## src/rtl/cse_pkg.sv

```systemverilog
// Shared constants, state codes and control/status types for the cosh series evaluator.
package cse_pkg;

  localparam int X_W       = 6;   // argument width, two's complement
  localparam int SUM_W     = 40;  // result width, unsigned fixed point
  localparam int CNT_W     = 7;   // terms_used width
  localparam int EPS_W     = 32;  // threshold width, Q16.16
  localparam int EPS_FRAC  = 16;  // fraction bits of the threshold
  localparam int MAG_W     = 6;   // |x| fits 0..32
  localparam int KSQ_W     = 11;  // x^2 fits 0..1024
  localparam int PROD_W    = SUM_W + KSQ_W;
  localparam int DIV_BITS  = 4;   // quotient bits retired per divider cycle
  localparam int DIV_W     = ((PROD_W + DIV_BITS - 1) / DIV_BITS) * DIV_BITS;
  localparam int DIV_CYC   = DIV_W / DIV_BITS;
  localparam int DIV_CNT_W = $clog2(DIV_CYC);
  localparam int CMP_W     = SUM_W + EPS_FRAC;

  localparam int MAX_TERMS_DEF = 64;
  localparam int FRAC_BITS_DEF = 16;

  localparam logic [EPS_W-1:0] EPS_RESET = EPS_W'(66);
  localparam logic [SUM_W-1:0] SUM_MAX   = {SUM_W{1'b1}};

  typedef enum logic [4:0] {
    ST_IDLE = 5'b00001,
    ST_MUL  = 5'b00010,
    ST_DIV  = 5'b00100,
    ST_ACC  = 5'b01000,
    ST_DONE = 5'b10000
  } state_t;

  typedef struct packed {
    logic load;   // capture argument, seed sum and term
    logic mul;    // form term * x^2 and the next denominator
    logic div;    // retire DIV_BITS quotient bits
    logic acc;    // add the new term and update count and flag
    logic emit;   // move the finished result into the output register
  } cmd_t;

  typedef struct packed {
    logic skip;      // threshold at or above one: no terms are summed
    logic div_last;  // divider retires its last bits this cycle
    logic stop;      // summing ends with the term being added
  } sts_t;

endpackage

```

## src/rtl/cse_ctrl.sv

```systemverilog
// Controller state machine: sequences load, multiply, divide, accumulate and emit.
module cse_ctrl (
  input  logic          clk,
  input  logic          rst_n,
  input  logic          in_valid,
  output logic          in_stall,
  output logic          out_valid,
  input  logic          out_stall,
  input  cse_pkg::sts_t sts,
  output cse_pkg::cmd_t cmd
);
  import cse_pkg::*;

  state_t state_r, state_nxt;
  logic   out_valid_r, out_valid_nxt;
  logic   in_take;
  logic   slot_free;

  assign in_stall  = (state_r != ST_IDLE);
  assign in_take   = in_valid && !in_stall;
  assign out_valid = out_valid_r;
  assign slot_free = !out_valid_r || !out_stall;

  always_comb begin
    state_nxt = state_r;
    cmd       = '0;
    case (state_r)
      ST_IDLE: begin
        if (in_take) begin
          cmd.load  = 1'b1;
          state_nxt = sts.skip ? ST_DONE : ST_MUL;
        end
      end
      ST_MUL: begin
        cmd.mul   = 1'b1;
        state_nxt = ST_DIV;
      end
      ST_DIV: begin
        cmd.div = 1'b1;
        if (sts.div_last) begin
          state_nxt = ST_ACC;
        end
      end
      ST_ACC: begin
        cmd.acc   = 1'b1;
        state_nxt = sts.stop ? ST_DONE : ST_MUL;
      end
      ST_DONE: begin
        // hold until the output register can take the word
        if (slot_free) begin
          cmd.emit  = 1'b1;
          state_nxt = ST_IDLE;
        end
      end
      default: begin
        state_nxt = ST_IDLE;
      end
    endcase
  end

  always_comb begin
    out_valid_nxt = out_valid_r;
    if (cmd.emit) begin
      out_valid_nxt = 1'b1;
    end else if (out_valid_r && !out_stall) begin
      out_valid_nxt = 1'b0;
    end
  end

  always_ff @(posedge clk) begin
    if (!rst_n) begin
      state_r     <= ST_IDLE;
      out_valid_r <= 1'b0;
    end else begin
      state_r     <= state_nxt;
      out_valid_r <= out_valid_nxt;
    end
  end

  a_take_leaves_idle: assert property (@(posedge clk) disable iff (!rst_n)
    in_take |=> state_r != ST_IDLE)
    else $error("accepted word did not start processing");

  a_acc_after_div: assert property (@(posedge clk) disable iff (!rst_n)
    state_r == ST_ACC |-> $past(state_r) == ST_DIV)
    else $error("accumulate entered without a finished division");

  a_emit_fills_slot: assert property (@(posedge clk) disable iff (!rst_n)
    cmd.emit |=> out_valid_r)
    else $error("emitted result not presented");

endmodule

```

## src/rtl/cse_dpath.sv

```systemverilog
// Datapath: threshold register, term multiply, radix-16 divider, sum and output register.
module cse_dpath #(
  parameter int MAX_TERMS = cse_pkg::MAX_TERMS_DEF,
  parameter int FRAC_BITS = cse_pkg::FRAC_BITS_DEF
) (
  input  logic                          clk,
  input  logic                          rst_n,
  input  logic                          cfg_wr_en,
  input  logic [cse_pkg::EPS_W-1:0]     cfg_wr_data,
  input  logic signed [cse_pkg::X_W-1:0] in_x_value,
  input  cse_pkg::cmd_t                 cmd,
  output cse_pkg::sts_t                 sts,
  output logic [cse_pkg::SUM_W-1:0]     out_cosh_value,
  output logic [cse_pkg::CNT_W-1:0]     out_terms_used,
  output logic                          out_error_flag
);
  import cse_pkg::*;

  localparam int DEN_W = $clog2(2 * MAX_TERMS * (2 * MAX_TERMS - 1) + 1);
  localparam int TWO_N_W = CNT_W + 1;
  localparam logic [SUM_W-1:0] ONE = SUM_W'(1) << FRAC_BITS;

  logic [EPS_W-1:0]     eps_r, eps_nxt;
  logic [KSQ_W-1:0]     ksq_r, ksq_nxt;
  logic [SUM_W-1:0]     term_r, term_nxt;
  logic [SUM_W-1:0]     sum_r, sum_nxt;
  logic [CNT_W-1:0]     cnt_r, cnt_nxt;
  logic                 err_r, err_nxt;
  logic [DEN_W-1:0]     den_r, den_nxt;
  logic [DEN_W:0]       rem_r, rem_nxt;
  logic [DIV_W-1:0]     num_r, num_nxt;
  logic [DIV_CNT_W-1:0] dcnt_r, dcnt_nxt;
  logic [SUM_W-1:0]     osum_r, osum_nxt;
  logic [CNT_W-1:0]     ocnt_r, ocnt_nxt;
  logic                 oerr_r, oerr_nxt;

  logic [MAG_W-1:0]         mag;
  logic [PROD_W-1:0]        prod;
  logic [TWO_N_W-1:0]       two_n;
  logic [2*TWO_N_W-1:0]     den_full;
  logic [DEN_W:0]           rem_v;
  logic [DIV_W-1:0]         num_v;
  logic [DIV_W:0]           sum_ext;
  logic                     ovf, conv, cap;
  logic [CNT_W-1:0]         cnt_inc;
  logic [CMP_W-1:0]         term_cmp, eps_cmp;

  // |x| and the step operands
  assign mag      = in_x_value[X_W-1] ? MAG_W'(~in_x_value + 1'b1) : MAG_W'(in_x_value);
  assign prod     = PROD_W'(term_r) * PROD_W'(ksq_r);
  assign two_n    = {cnt_r + CNT_W'(1), 1'b0};
  assign den_full = (2*TWO_N_W)'(two_n) * (2*TWO_N_W)'(two_n - TWO_N_W'(1));

  // restoring division, DIV_BITS quotient bits per cycle
  always_comb begin
    rem_v = rem_r;
    num_v = num_r;
    for (int i = 0; i < DIV_BITS; i++) begin
      rem_v = {rem_v[DEN_W-1:0], num_v[DIV_W-1]};
      num_v = {num_v[DIV_W-2:0], 1'b0};
      if (rem_v >= {1'b0, den_r}) begin
        rem_v    = rem_v - {1'b0, den_r};
        num_v[0] = 1'b1;
      end
    end
  end

  // accumulate checks on the finished quotient
  assign sum_ext  = (DIV_W+1)'(sum_r) + (DIV_W+1)'(num_r);
  assign ovf      = sum_ext > (DIV_W+1)'(SUM_MAX);
  assign term_cmp = CMP_W'(num_r[SUM_W-1:0]) << EPS_FRAC;
  assign eps_cmp  = CMP_W'(eps_r) << FRAC_BITS;
  assign conv     = term_cmp <= eps_cmp;
  assign cnt_inc  = cnt_r + CNT_W'(1);
  assign cap      = cnt_inc == CNT_W'(MAX_TERMS);

  assign sts.skip     = |eps_r[EPS_W-1:EPS_FRAC];
  assign sts.div_last = dcnt_r == '0;
  assign sts.stop     = ovf || conv || cap;

  always_comb begin
    eps_nxt  = cfg_wr_en ? cfg_wr_data : eps_r;
    ksq_nxt  = ksq_r;
    term_nxt = term_r;
    sum_nxt  = sum_r;
    cnt_nxt  = cnt_r;
    err_nxt  = err_r;
    den_nxt  = den_r;
    rem_nxt  = rem_r;
    num_nxt  = num_r;
    dcnt_nxt = dcnt_r;
    osum_nxt = osum_r;
    ocnt_nxt = ocnt_r;
    oerr_nxt = oerr_r;
    if (cmd.load) begin
      ksq_nxt  = KSQ_W'(mag) * KSQ_W'(mag);
      term_nxt = ONE;
      sum_nxt  = ONE;
      cnt_nxt  = '0;
      err_nxt  = 1'b0;
    end
    if (cmd.mul) begin
      num_nxt  = DIV_W'(prod);
      rem_nxt  = '0;
      den_nxt  = DEN_W'(den_full);
      dcnt_nxt = DIV_CNT_W'(DIV_CYC - 1);
    end
    if (cmd.div) begin
      num_nxt  = num_v;
      rem_nxt  = rem_v;
      dcnt_nxt = dcnt_r - DIV_CNT_W'(1);
    end
    if (cmd.acc) begin
      cnt_nxt  = cnt_inc;
      term_nxt = num_r[SUM_W-1:0];
      if (ovf) begin
        sum_nxt = SUM_MAX;
        err_nxt = 1'b1;
      end else begin
        sum_nxt = sum_ext[SUM_W-1:0];
        err_nxt = !conv && cap;
      end
    end
    if (cmd.emit) begin
      osum_nxt = sum_r;
      ocnt_nxt = cnt_r;
      oerr_nxt = err_r;
    end
  end

  always_ff @(posedge clk) begin
    if (!rst_n) begin
      eps_r <= EPS_RESET;
    end else begin
      eps_r <= eps_nxt;
    end
  end

  always_ff @(posedge clk) begin
    ksq_r  <= ksq_nxt;
    term_r <= term_nxt;
    sum_r  <= sum_nxt;
    cnt_r  <= cnt_nxt;
    err_r  <= err_nxt;
    den_r  <= den_nxt;
    rem_r  <= rem_nxt;
    num_r  <= num_nxt;
    dcnt_r <= dcnt_nxt;
    osum_r <= osum_nxt;
    ocnt_r <= ocnt_nxt;
    oerr_r <= oerr_nxt;
  end

  assign out_cosh_value = osum_r;
  assign out_terms_used = ocnt_r;
  assign out_error_flag = oerr_r;

  a_load_seeds: assert property (@(posedge clk) disable iff (!rst_n)
    cmd.load |=> cnt_r == '0 && sum_r == ONE && !err_r)
    else $error("load did not seed the sum");

  a_cnt_capped: assert property (@(posedge clk) disable iff (!rst_n)
    cmd.acc |-> cnt_r < CNT_W'(MAX_TERMS))
    else $error("term count ran past the cap");

  a_ovf_saturates: assert property (@(posedge clk) disable iff (!rst_n)
    cmd.acc && ovf |=> sum_r == SUM_MAX && err_r)
    else $error("overflowing term did not saturate the sum");

endmodule

```

## src/rtl/cosh_series_evaluator_unit.sv

```systemverilog
// Top level of the cosh series evaluator: controller plus datapath.
//
// Usage:
//   Input channel in_valid / in_stall / in_x_value carries one signed 6-bit
//   argument per word; a word is taken at an edge with in_valid high and
//   in_stall low. The result channel out_valid / out_stall carries
//   out_cosh_value (unsigned Q24.16 by default, saturating), out_terms_used
//   and out_error_flag. cfg_wr_en / cfg_wr_data write the 32-bit Q16.16
//   convergence threshold; write it only while the block is idle.
// Timing:
//   One word at a time. Each series term runs one multiply step, then the
//   divide steps (the restoring divider retires 4 quotient bits per cycle
//   over a 52-bit dividend) and one accumulate step; a finished word
//   then passes through the done state into the output register, and
//   a threshold of one or more sends it from load straight to done.
//   in_stall is high from acceptance until the result moves to the output.
// Reset (rst_n low, synchronous): controller to idle, output empty,
//   threshold back to 66 (about 0.001).
// Stall: a finished result waits in the output register while the next
//   word is taken and processed; a second result holds in the datapath.
module cosh_series_evaluator_unit #(
  parameter int MAX_TERMS = cse_pkg::MAX_TERMS_DEF,
  parameter int FRAC_BITS = cse_pkg::FRAC_BITS_DEF
) (
  input  logic                           clk,
  input  logic                           rst_n,
  input  logic                           cfg_wr_en,
  input  logic [cse_pkg::EPS_W-1:0]      cfg_wr_data,
  input  logic                           in_valid,
  output logic                           in_stall,
  input  logic signed [cse_pkg::X_W-1:0] in_x_value,
  output logic                           out_valid,
  input  logic                           out_stall,
  output logic [cse_pkg::SUM_W-1:0]      out_cosh_value,
  output logic [cse_pkg::CNT_W-1:0]      out_terms_used,
  output logic                           out_error_flag
);
  import cse_pkg::*;

  cmd_t cmd;
  sts_t sts;

  // sequencer: one state per phase of a term
  cse_ctrl u_ctrl (
    .clk       (clk),
    .rst_n     (rst_n),
    .in_valid  (in_valid),
    .in_stall  (in_stall),
    .out_valid (out_valid),
    .out_stall (out_stall),
    .sts       (sts),
    .cmd       (cmd)
  );

  // arithmetic, threshold register and result register
  cse_dpath #(
    .MAX_TERMS (MAX_TERMS),
    .FRAC_BITS (FRAC_BITS)
  ) u_dpath (
    .clk            (clk),
    .rst_n          (rst_n),
    .cfg_wr_en      (cfg_wr_en),
    .cfg_wr_data    (cfg_wr_data),
    .in_x_value     (in_x_value),
    .cmd            (cmd),
    .sts            (sts),
    .out_cosh_value (out_cosh_value),
    .out_terms_used (out_terms_used),
    .out_error_flag (out_error_flag)
  );

  // no terms summed means the threshold skipped the series: the result is one
  a_skip_is_one: assert property (@(posedge clk) disable iff (!rst_n)
    out_valid && out_terms_used == '0 |->
      out_cosh_value == (SUM_W'(1) << FRAC_BITS) && !out_error_flag)
    else $error("empty series did not give one");

  // an error below the cap can only be saturation
  a_err_saturates: assert property (@(posedge clk) disable iff (!rst_n)
    out_valid && out_error_flag && out_terms_used != CNT_W'(MAX_TERMS) |->
      out_cosh_value == SUM_MAX)
    else $error("error flag without saturation or cap");

  a_terms_bound: assert property (@(posedge clk) disable iff (!rst_n)
    out_valid |-> out_terms_used <= CNT_W'(MAX_TERMS))
    else $error("terms_used above the cap");

endmodule

```

## config.mk

```make
export PLATFORM = sky130hd
export DESIGN_NAME = cosh_series_evaluator_unit
export DESIGN_NICKNAME = d
export VERILOG_FILES = /design/src/rtl/cse_pkg.sv /design/src/rtl/cse_ctrl.sv /design/src/rtl/cse_dpath.sv /design/src/rtl/cosh_series_evaluator_unit.sv
export SDC_FILE = /design/constraint.sdc
export NUM_CORES = 2
export LEC_CHECK = 0
export BUFFER_PORTS_ARGS = -buffer_cell sky130_fd_sc_hd__clkbuf_2
export CORE_ASPECT_RATIO = 0.6
export CORE_MARGIN = 2
export CORE_UTILIZATION = 55
export DETAILED_ROUTE_END_ITERATION = 10
export GPL_ROUTABILITY_DRIVEN = 0
export PLACE_DENSITY_LB_ADDON = 0.12
export SLEW_MARGIN = 20
export SYNTH_ARGS = -nofsm -noshare
export SYNTH_HDL_FRONTEND = slang
export SYNTH_SLANG_ARGS = --single-unit
```

## constraint.sdc

```tcl
create_clock -name clk -period 10.9 [get_ports clk]
set_clock_uncertainty 0.1 [all_clocks]
set_input_delay 2.18 -clock clk [delete_from_list [all_inputs] [get_ports clk]]
set_output_delay 2.18 -clock clk [all_outputs]
set_load 0.05 [all_outputs]
```

Yosys cells after proc, flatten, opt, wreduce, memory -nomap -nowiden --
Cells that the tools add are included. Widths: inputs -> output; s select.
Operators by class: add/subtract/negate cells 9, multipliers 3, magnitude comparators 6, eq/ne operators 10, muxes and demuxes 39, bitwise logic cells 1, reduce and logical (&&, ||, !) cells 16
Operators by type and width (count):
- $mux 40 | 4
- $mux 52 | 2
- $mux 14 | 6
- $ge 15x14->1 | 4
- $le 56x48->1 | 1
- $sub 14x14->14 | 4
- $add 40x52->53 | 1
- $gt 53x40->1 const B | 1
- $mul 40x11->51 | 1
- $mux 5 | 5
- $pmux 5 s5 | 1
- $mul 7x16->13 | 1
- $mux 1 | 16
- $reduce_or 16->1 | 1
- $mux 7 | 2
- $mul 6x6->11 | 1
- $sub 8x1->9 const B | 1
- $mux 4 | 2
- $add 7x1->7 const B | 1
- $eq 7x7->1 const B | 1
- $add 6x1->6 const B | 1
- $mux 6 | 1
- $not 6->6 | 1
- $reduce_bool 2->1 | 3
- 14 further kinds | 22
Word-level totals: bits in registers 268, output and inout port bits 50, logic and storage cells 99

Depth between registers and ports, before layout --
depth after elaboration 9, depth in mapped cells 45, depth with buffers taken out 40

Hierarchy --
From an unflattened synthesis, not the netlist that was laid out.
Second synthesis, totals: cell total of the unflattened synthesis 3166, area total of the unflattened synthesis 30948.4 µm²
By module, submodules not included:
- cse_dpath | instances 1, cells each 3128, area an instance 30609.4 µm²
- cse_ctrl | instances 1, cells each 38, area an instance 339.1 µm²

Worst setup path after synthesis --
No wires, ideal clock.
kind in2reg, start point in in_valid, end point reg u_dpath.cnt_r[0], enable pin, library setup time 0.656 ns, arrival time 8.389 ns, data required time 10.144 ns, setup slack 1.755 ns, stages on the path 2, path buffers 0, cells stage by stage inv_1 > o21ai_0
On the way: cells in the longest elaborated chain, start to end 4
RTL lines:
- from (decl) | RTL line cosh_series_evaluator_unit.sv:29 | input logic in_valid,
- $logic_and 1x1->1 | RTL line cse_ctrl.sv:20 | assign in_take = in_valid && !in_stall;
- $mux 1 | RTL line cse_ctrl.sv:29 | if (in_take) begin
- $mux 1 | RTL line cse_ctrl.sv:27 | case (state_r)
- $reduce_bool 2->1 (no source line)
- to (signal assigned) | RTL line cse_dpath.sv:143 | cnt_r <= cnt_nxt;
- to (decl) | RTL line cse_dpath.sv:27 | logic [CNT_W-1:0] cnt_r, cnt_nxt;
Every way passes these cells. A chain may end at the register's enable or synchronous reset.

Worst setup path in the final report --
start point reg u_dpath.den_r[1], end point reg u_dpath.rem_r[7], data pin
On the way: cells in the longest elaborated chain, start to end 9
RTL lines:
- from (decl) | RTL line cse_dpath.sv:29 | logic [DEN_W-1:0] den_r, den_nxt;
- from (signal assigned) | RTL line cse_dpath.sv:145 | den_r <= den_nxt;
- $sub 14x14->14 / $ge 15x14->1 (equally long branches) | RTL line cse_dpath.sv:62, cse_dpath.sv:61
- $mux 14 | RTL line cse_dpath.sv:61 | if (rem_v >= {1'b0, den_r}) begin
- $sub 14x14->14 / $ge 15x14->1 (equally long branches) | RTL line cse_dpath.sv:62, cse_dpath.sv:61
- $mux 14 | RTL line cse_dpath.sv:61
- $sub 14x14->14 / $ge 15x14->1 (equally long branches) | RTL line cse_dpath.sv:62, cse_dpath.sv:61
- $mux 14 | RTL line cse_dpath.sv:61
- $sub 14x14->14 / $ge 15x14->1 (equally long branches) | RTL line cse_dpath.sv:62, cse_dpath.sv:61
- $mux 14 (*) | RTL line cse_dpath.sv:61
- $mux 14 (*) | RTL line cse_dpath.sv:108 | if (cmd.div) begin
- to (signal assigned) | RTL line cse_dpath.sv:146 | rem_r <= rem_nxt;
- to (decl) | RTL line cse_dpath.sv:30 | logic [DEN_W:0] rem_r, rem_nxt;
Every way passes the cells marked *; elsewhere a longest branch is shown, timed or not.

==> impl_metrics.py <==
metrics = {
    "status": {
        "status": "finished, final reports clean",
    },
    "critical_path": {
        "critical_path.max_stage_delay_ps": 510,
        "cp_slowest_cell": "edfxtp_1",
        "path_class": "flip-flop to flip-flop",
        "crit_top_cell": "a21oi_1",
        "crit_path_end_kind": "flip-flop",
        "arrival_ps": 10490,
        "required_ps": 11100,
        "cp_max_fo": 13,
        "startpoint_type": "flip-flop",
    },
    "logic_synthesis": {
        "ys_types": 90,
        "synth.avg_cell_area_um2": 9.47,
        "async_flop_share_pct": 0,
        "post-synth-top-area-cell": "fa_1",
        "synth-edff-count": 229,
        "seq_area_frac_synth_pct": 24.5,
        "synth_flop_cell": "edfxtp_1",
        "ys_top_cells_by_area": "fa_1, edfxtp_1, ha_1",
        "ys_ff_latch": 267,
        "synth_top_area_share_pct": 22.6,
        "synth_warnings": 0,
        "synthCells": 3297,
        "syn_area_um2": 31200,
    },
    "global_route": {
        "antenna_found_initial": 2,
        "grt_max_degree": 71,
        "grt_overflow_total": 0,
        "first_global_vias": 25000,
        "grt_use_met2_pct": 42.1,
        "use_met1_pct": 48.9,
        "met3_usage_pct": 6.70,
        "track_usage_pct": 30.5,
        "grt_pass1_wl_um": 142000,
        "globalRoute.busiestLayer": "met1",
    },
    "sta": {
        "hold_viol_final": 0,
        "tns_ps": 0,
        "slew_violations": 0,
        "period_minus_slack_ps": 10290,
        "setup_viol": 0,
        "rsz0062_at_grt": "false",
        "slew_headroom_pct": 27.7,
        "max_freq_mhz": 97.2,
        "tightestPinTransition_ps": 1070,
        "finalCritPeriodShare_pct": 94.4,
        "whs_ps": 329,
    },
    "detailed_routing": {
        "routedWlPerCell_um": 21.6,
        "drt.antenna.violating_nets": 0,
        "first_iter_violations": 2880,
        "wl_um": 88100,
        "first_pass_iters": 8,
        "post_drt_via_cell_ratio": 6.05,
        "vias": 24700,
        "drc": 0,
    },
    "final_layout": {
        "area_growth_pct": 6.55,
        "layout_commonest_cell": "inv_1",
        "final_cell_mix": "inv_1, nand2_1, fa_1",
        "stdcell_area_um2": 33300,
        "diodes": 0,
        "nets": 3980,
        "layoutNonFillerInstCount": 4079,
        "drive_gt1_share_pct": 7.35,
    },
    "placed_design": {
        "placed_cells": 4020,
        "dpl_cell_area_um2": 32200,
        "dp_hpwl_um": 68900,
        "port_buffers": 92,
    },
    "run": {
        "maxCapViolations": 0,
    },
    "clock_tree": {
        "cts_root_buffer": "clkbuf_16",
        "tritoncts": "built",
        "htree_levels": 1,
        "cts.sinks": 267,
        "insertion_delay_ps": 600,
        "clockBufferDepth": 3,
        "clkTransAtPathRegs_ps": 70,
        "cts_inserted_buffers": 28,
        "hold_buffers": 0,
    },
    "floorplanning": {
        "die_y_um": 189,
        "die_x_um": 312,
        "dieArea_um2": 58700,
        "io_pins": 93,
        "initial_core_util_pct": 55.8,
        "core.rowCount": 67,
        "core-area_um2": 55900,
    },
    "hold_path": {
        "hold_path.class": "flip-flop to flip-flop",
    },
}
[worst max-delay path: cells and delay by family, from the launching register on]
family          cells  cell delay (ps)
compound gates     20             4300
flops               1              510
simple gates        7             1640
buf+inv             4              730
fa+ha+maj           5             1590
mux                 3             1120
[cell families (layout without fill, tap and decap cells)]
logic type / Yosys count / count (layout) / synth area share [%]
compound gates: 592 / 592 / 12.2
xor+xnor: 145 / 145 / 4.07
flops: 267 / 267 / 24.5
simple gates: 1044 / 1044 / 16.2
fa+ha+maj: 638 / 638 / 34.1
buf+inv: 543 / 554 / 6.71
mux: 66 / 66 / 2.21
other cells: 2 / 14 / 0.0241
[flip-flops by register name, summed over array words and instances, names as in the netlist, 4 cells and up]
name                    cells
u_dpath.rem_r              14
u_dpath.ksq_r              10
u_dpath.term_r             40
u_ctrl.state_r              5
u_dpath.cnt_r               7
u_dpath.out_cosh_value     40
u_dpath.sum_r              40
u_dpath.eps_r              32
u_dpath.den_r              13
u_dpath.out_terms_used      7
u_dpath.num_r              52
u_dpath.dcnt_r              4
[synthesized netlist by cell type (13+ instances only)]
master    instances
dfxtp_1          38
a21oi_1         176
and2_1          205
mux2_2           23
a31oi_1          62
clkbuf_1        146
nor2b_1          26
o211ai_1         18
xnor2_1          94
nand2_1         370
nand4_1          34
fa_1            353
mux2i_1          43
edfxtp_1        229
ha_1            285
nand3_1          63
nor3_1           40
nand2b_1         32
and3_1           15
a21o_1           67
nor4_1           13
or2_2            17
o21a_1           17
inv_1           377
nor2_1          192
xor2_1           51
o21ai_0         117
o21bai_1         26
[layer usage]
metal	vias to the layer above	share of wire (%)
met5	-	0
met4	0	2.0
met3	148	11
met2	1295	39
met1	12100	48
li1	11100	-
[cell type report]
cell class / instances / area, um2
fill: 4821 / 22700
clock buffer: 32 / 716
inverter: 377 / 1420
clock inverter: 19 / 243
multi-input combinational: 2499 / 21600
timing repair buffer: 126 / 716
sequential: 267 / 7640
tap: 759 / 950
[metrics by stage]
step / utilization (%) / setup slack [ps]
final: 59.5 / 614
after global routing: 59.5 / 50.4
after CTS: 59.4 / 236
after detailed placement: 57.6 / 13.2
after global placement: 57.6 / 35.4
after floorplan: - / 1750
[worst paths after layout]
kind	startpoint	to	slack, ps	cells past startpoint
setup / recovery	u_dpath.den_r[1]	u_dpath.rem_r[7]	610	39
hold reg to reg	u_dpath.err_r	u_dpath.out_error_flag	330	0
hold / removal	u_dpath.err_r	u_dpath.out_error_flag	330	0
setup reg to reg	u_dpath.den_r[1]	u_dpath.rem_r[7]	610	39
[what timing repair did]
item                       4_1_cts  5_1_grt
pin swaps                        0        2
setup buffers                    0        8
gates resized for setup          1        3
setup endpoints to repair        8       14
Power is not shown: default switching activity piles up to over one toggle a cycle in this logic, so the estimate is an artifact.
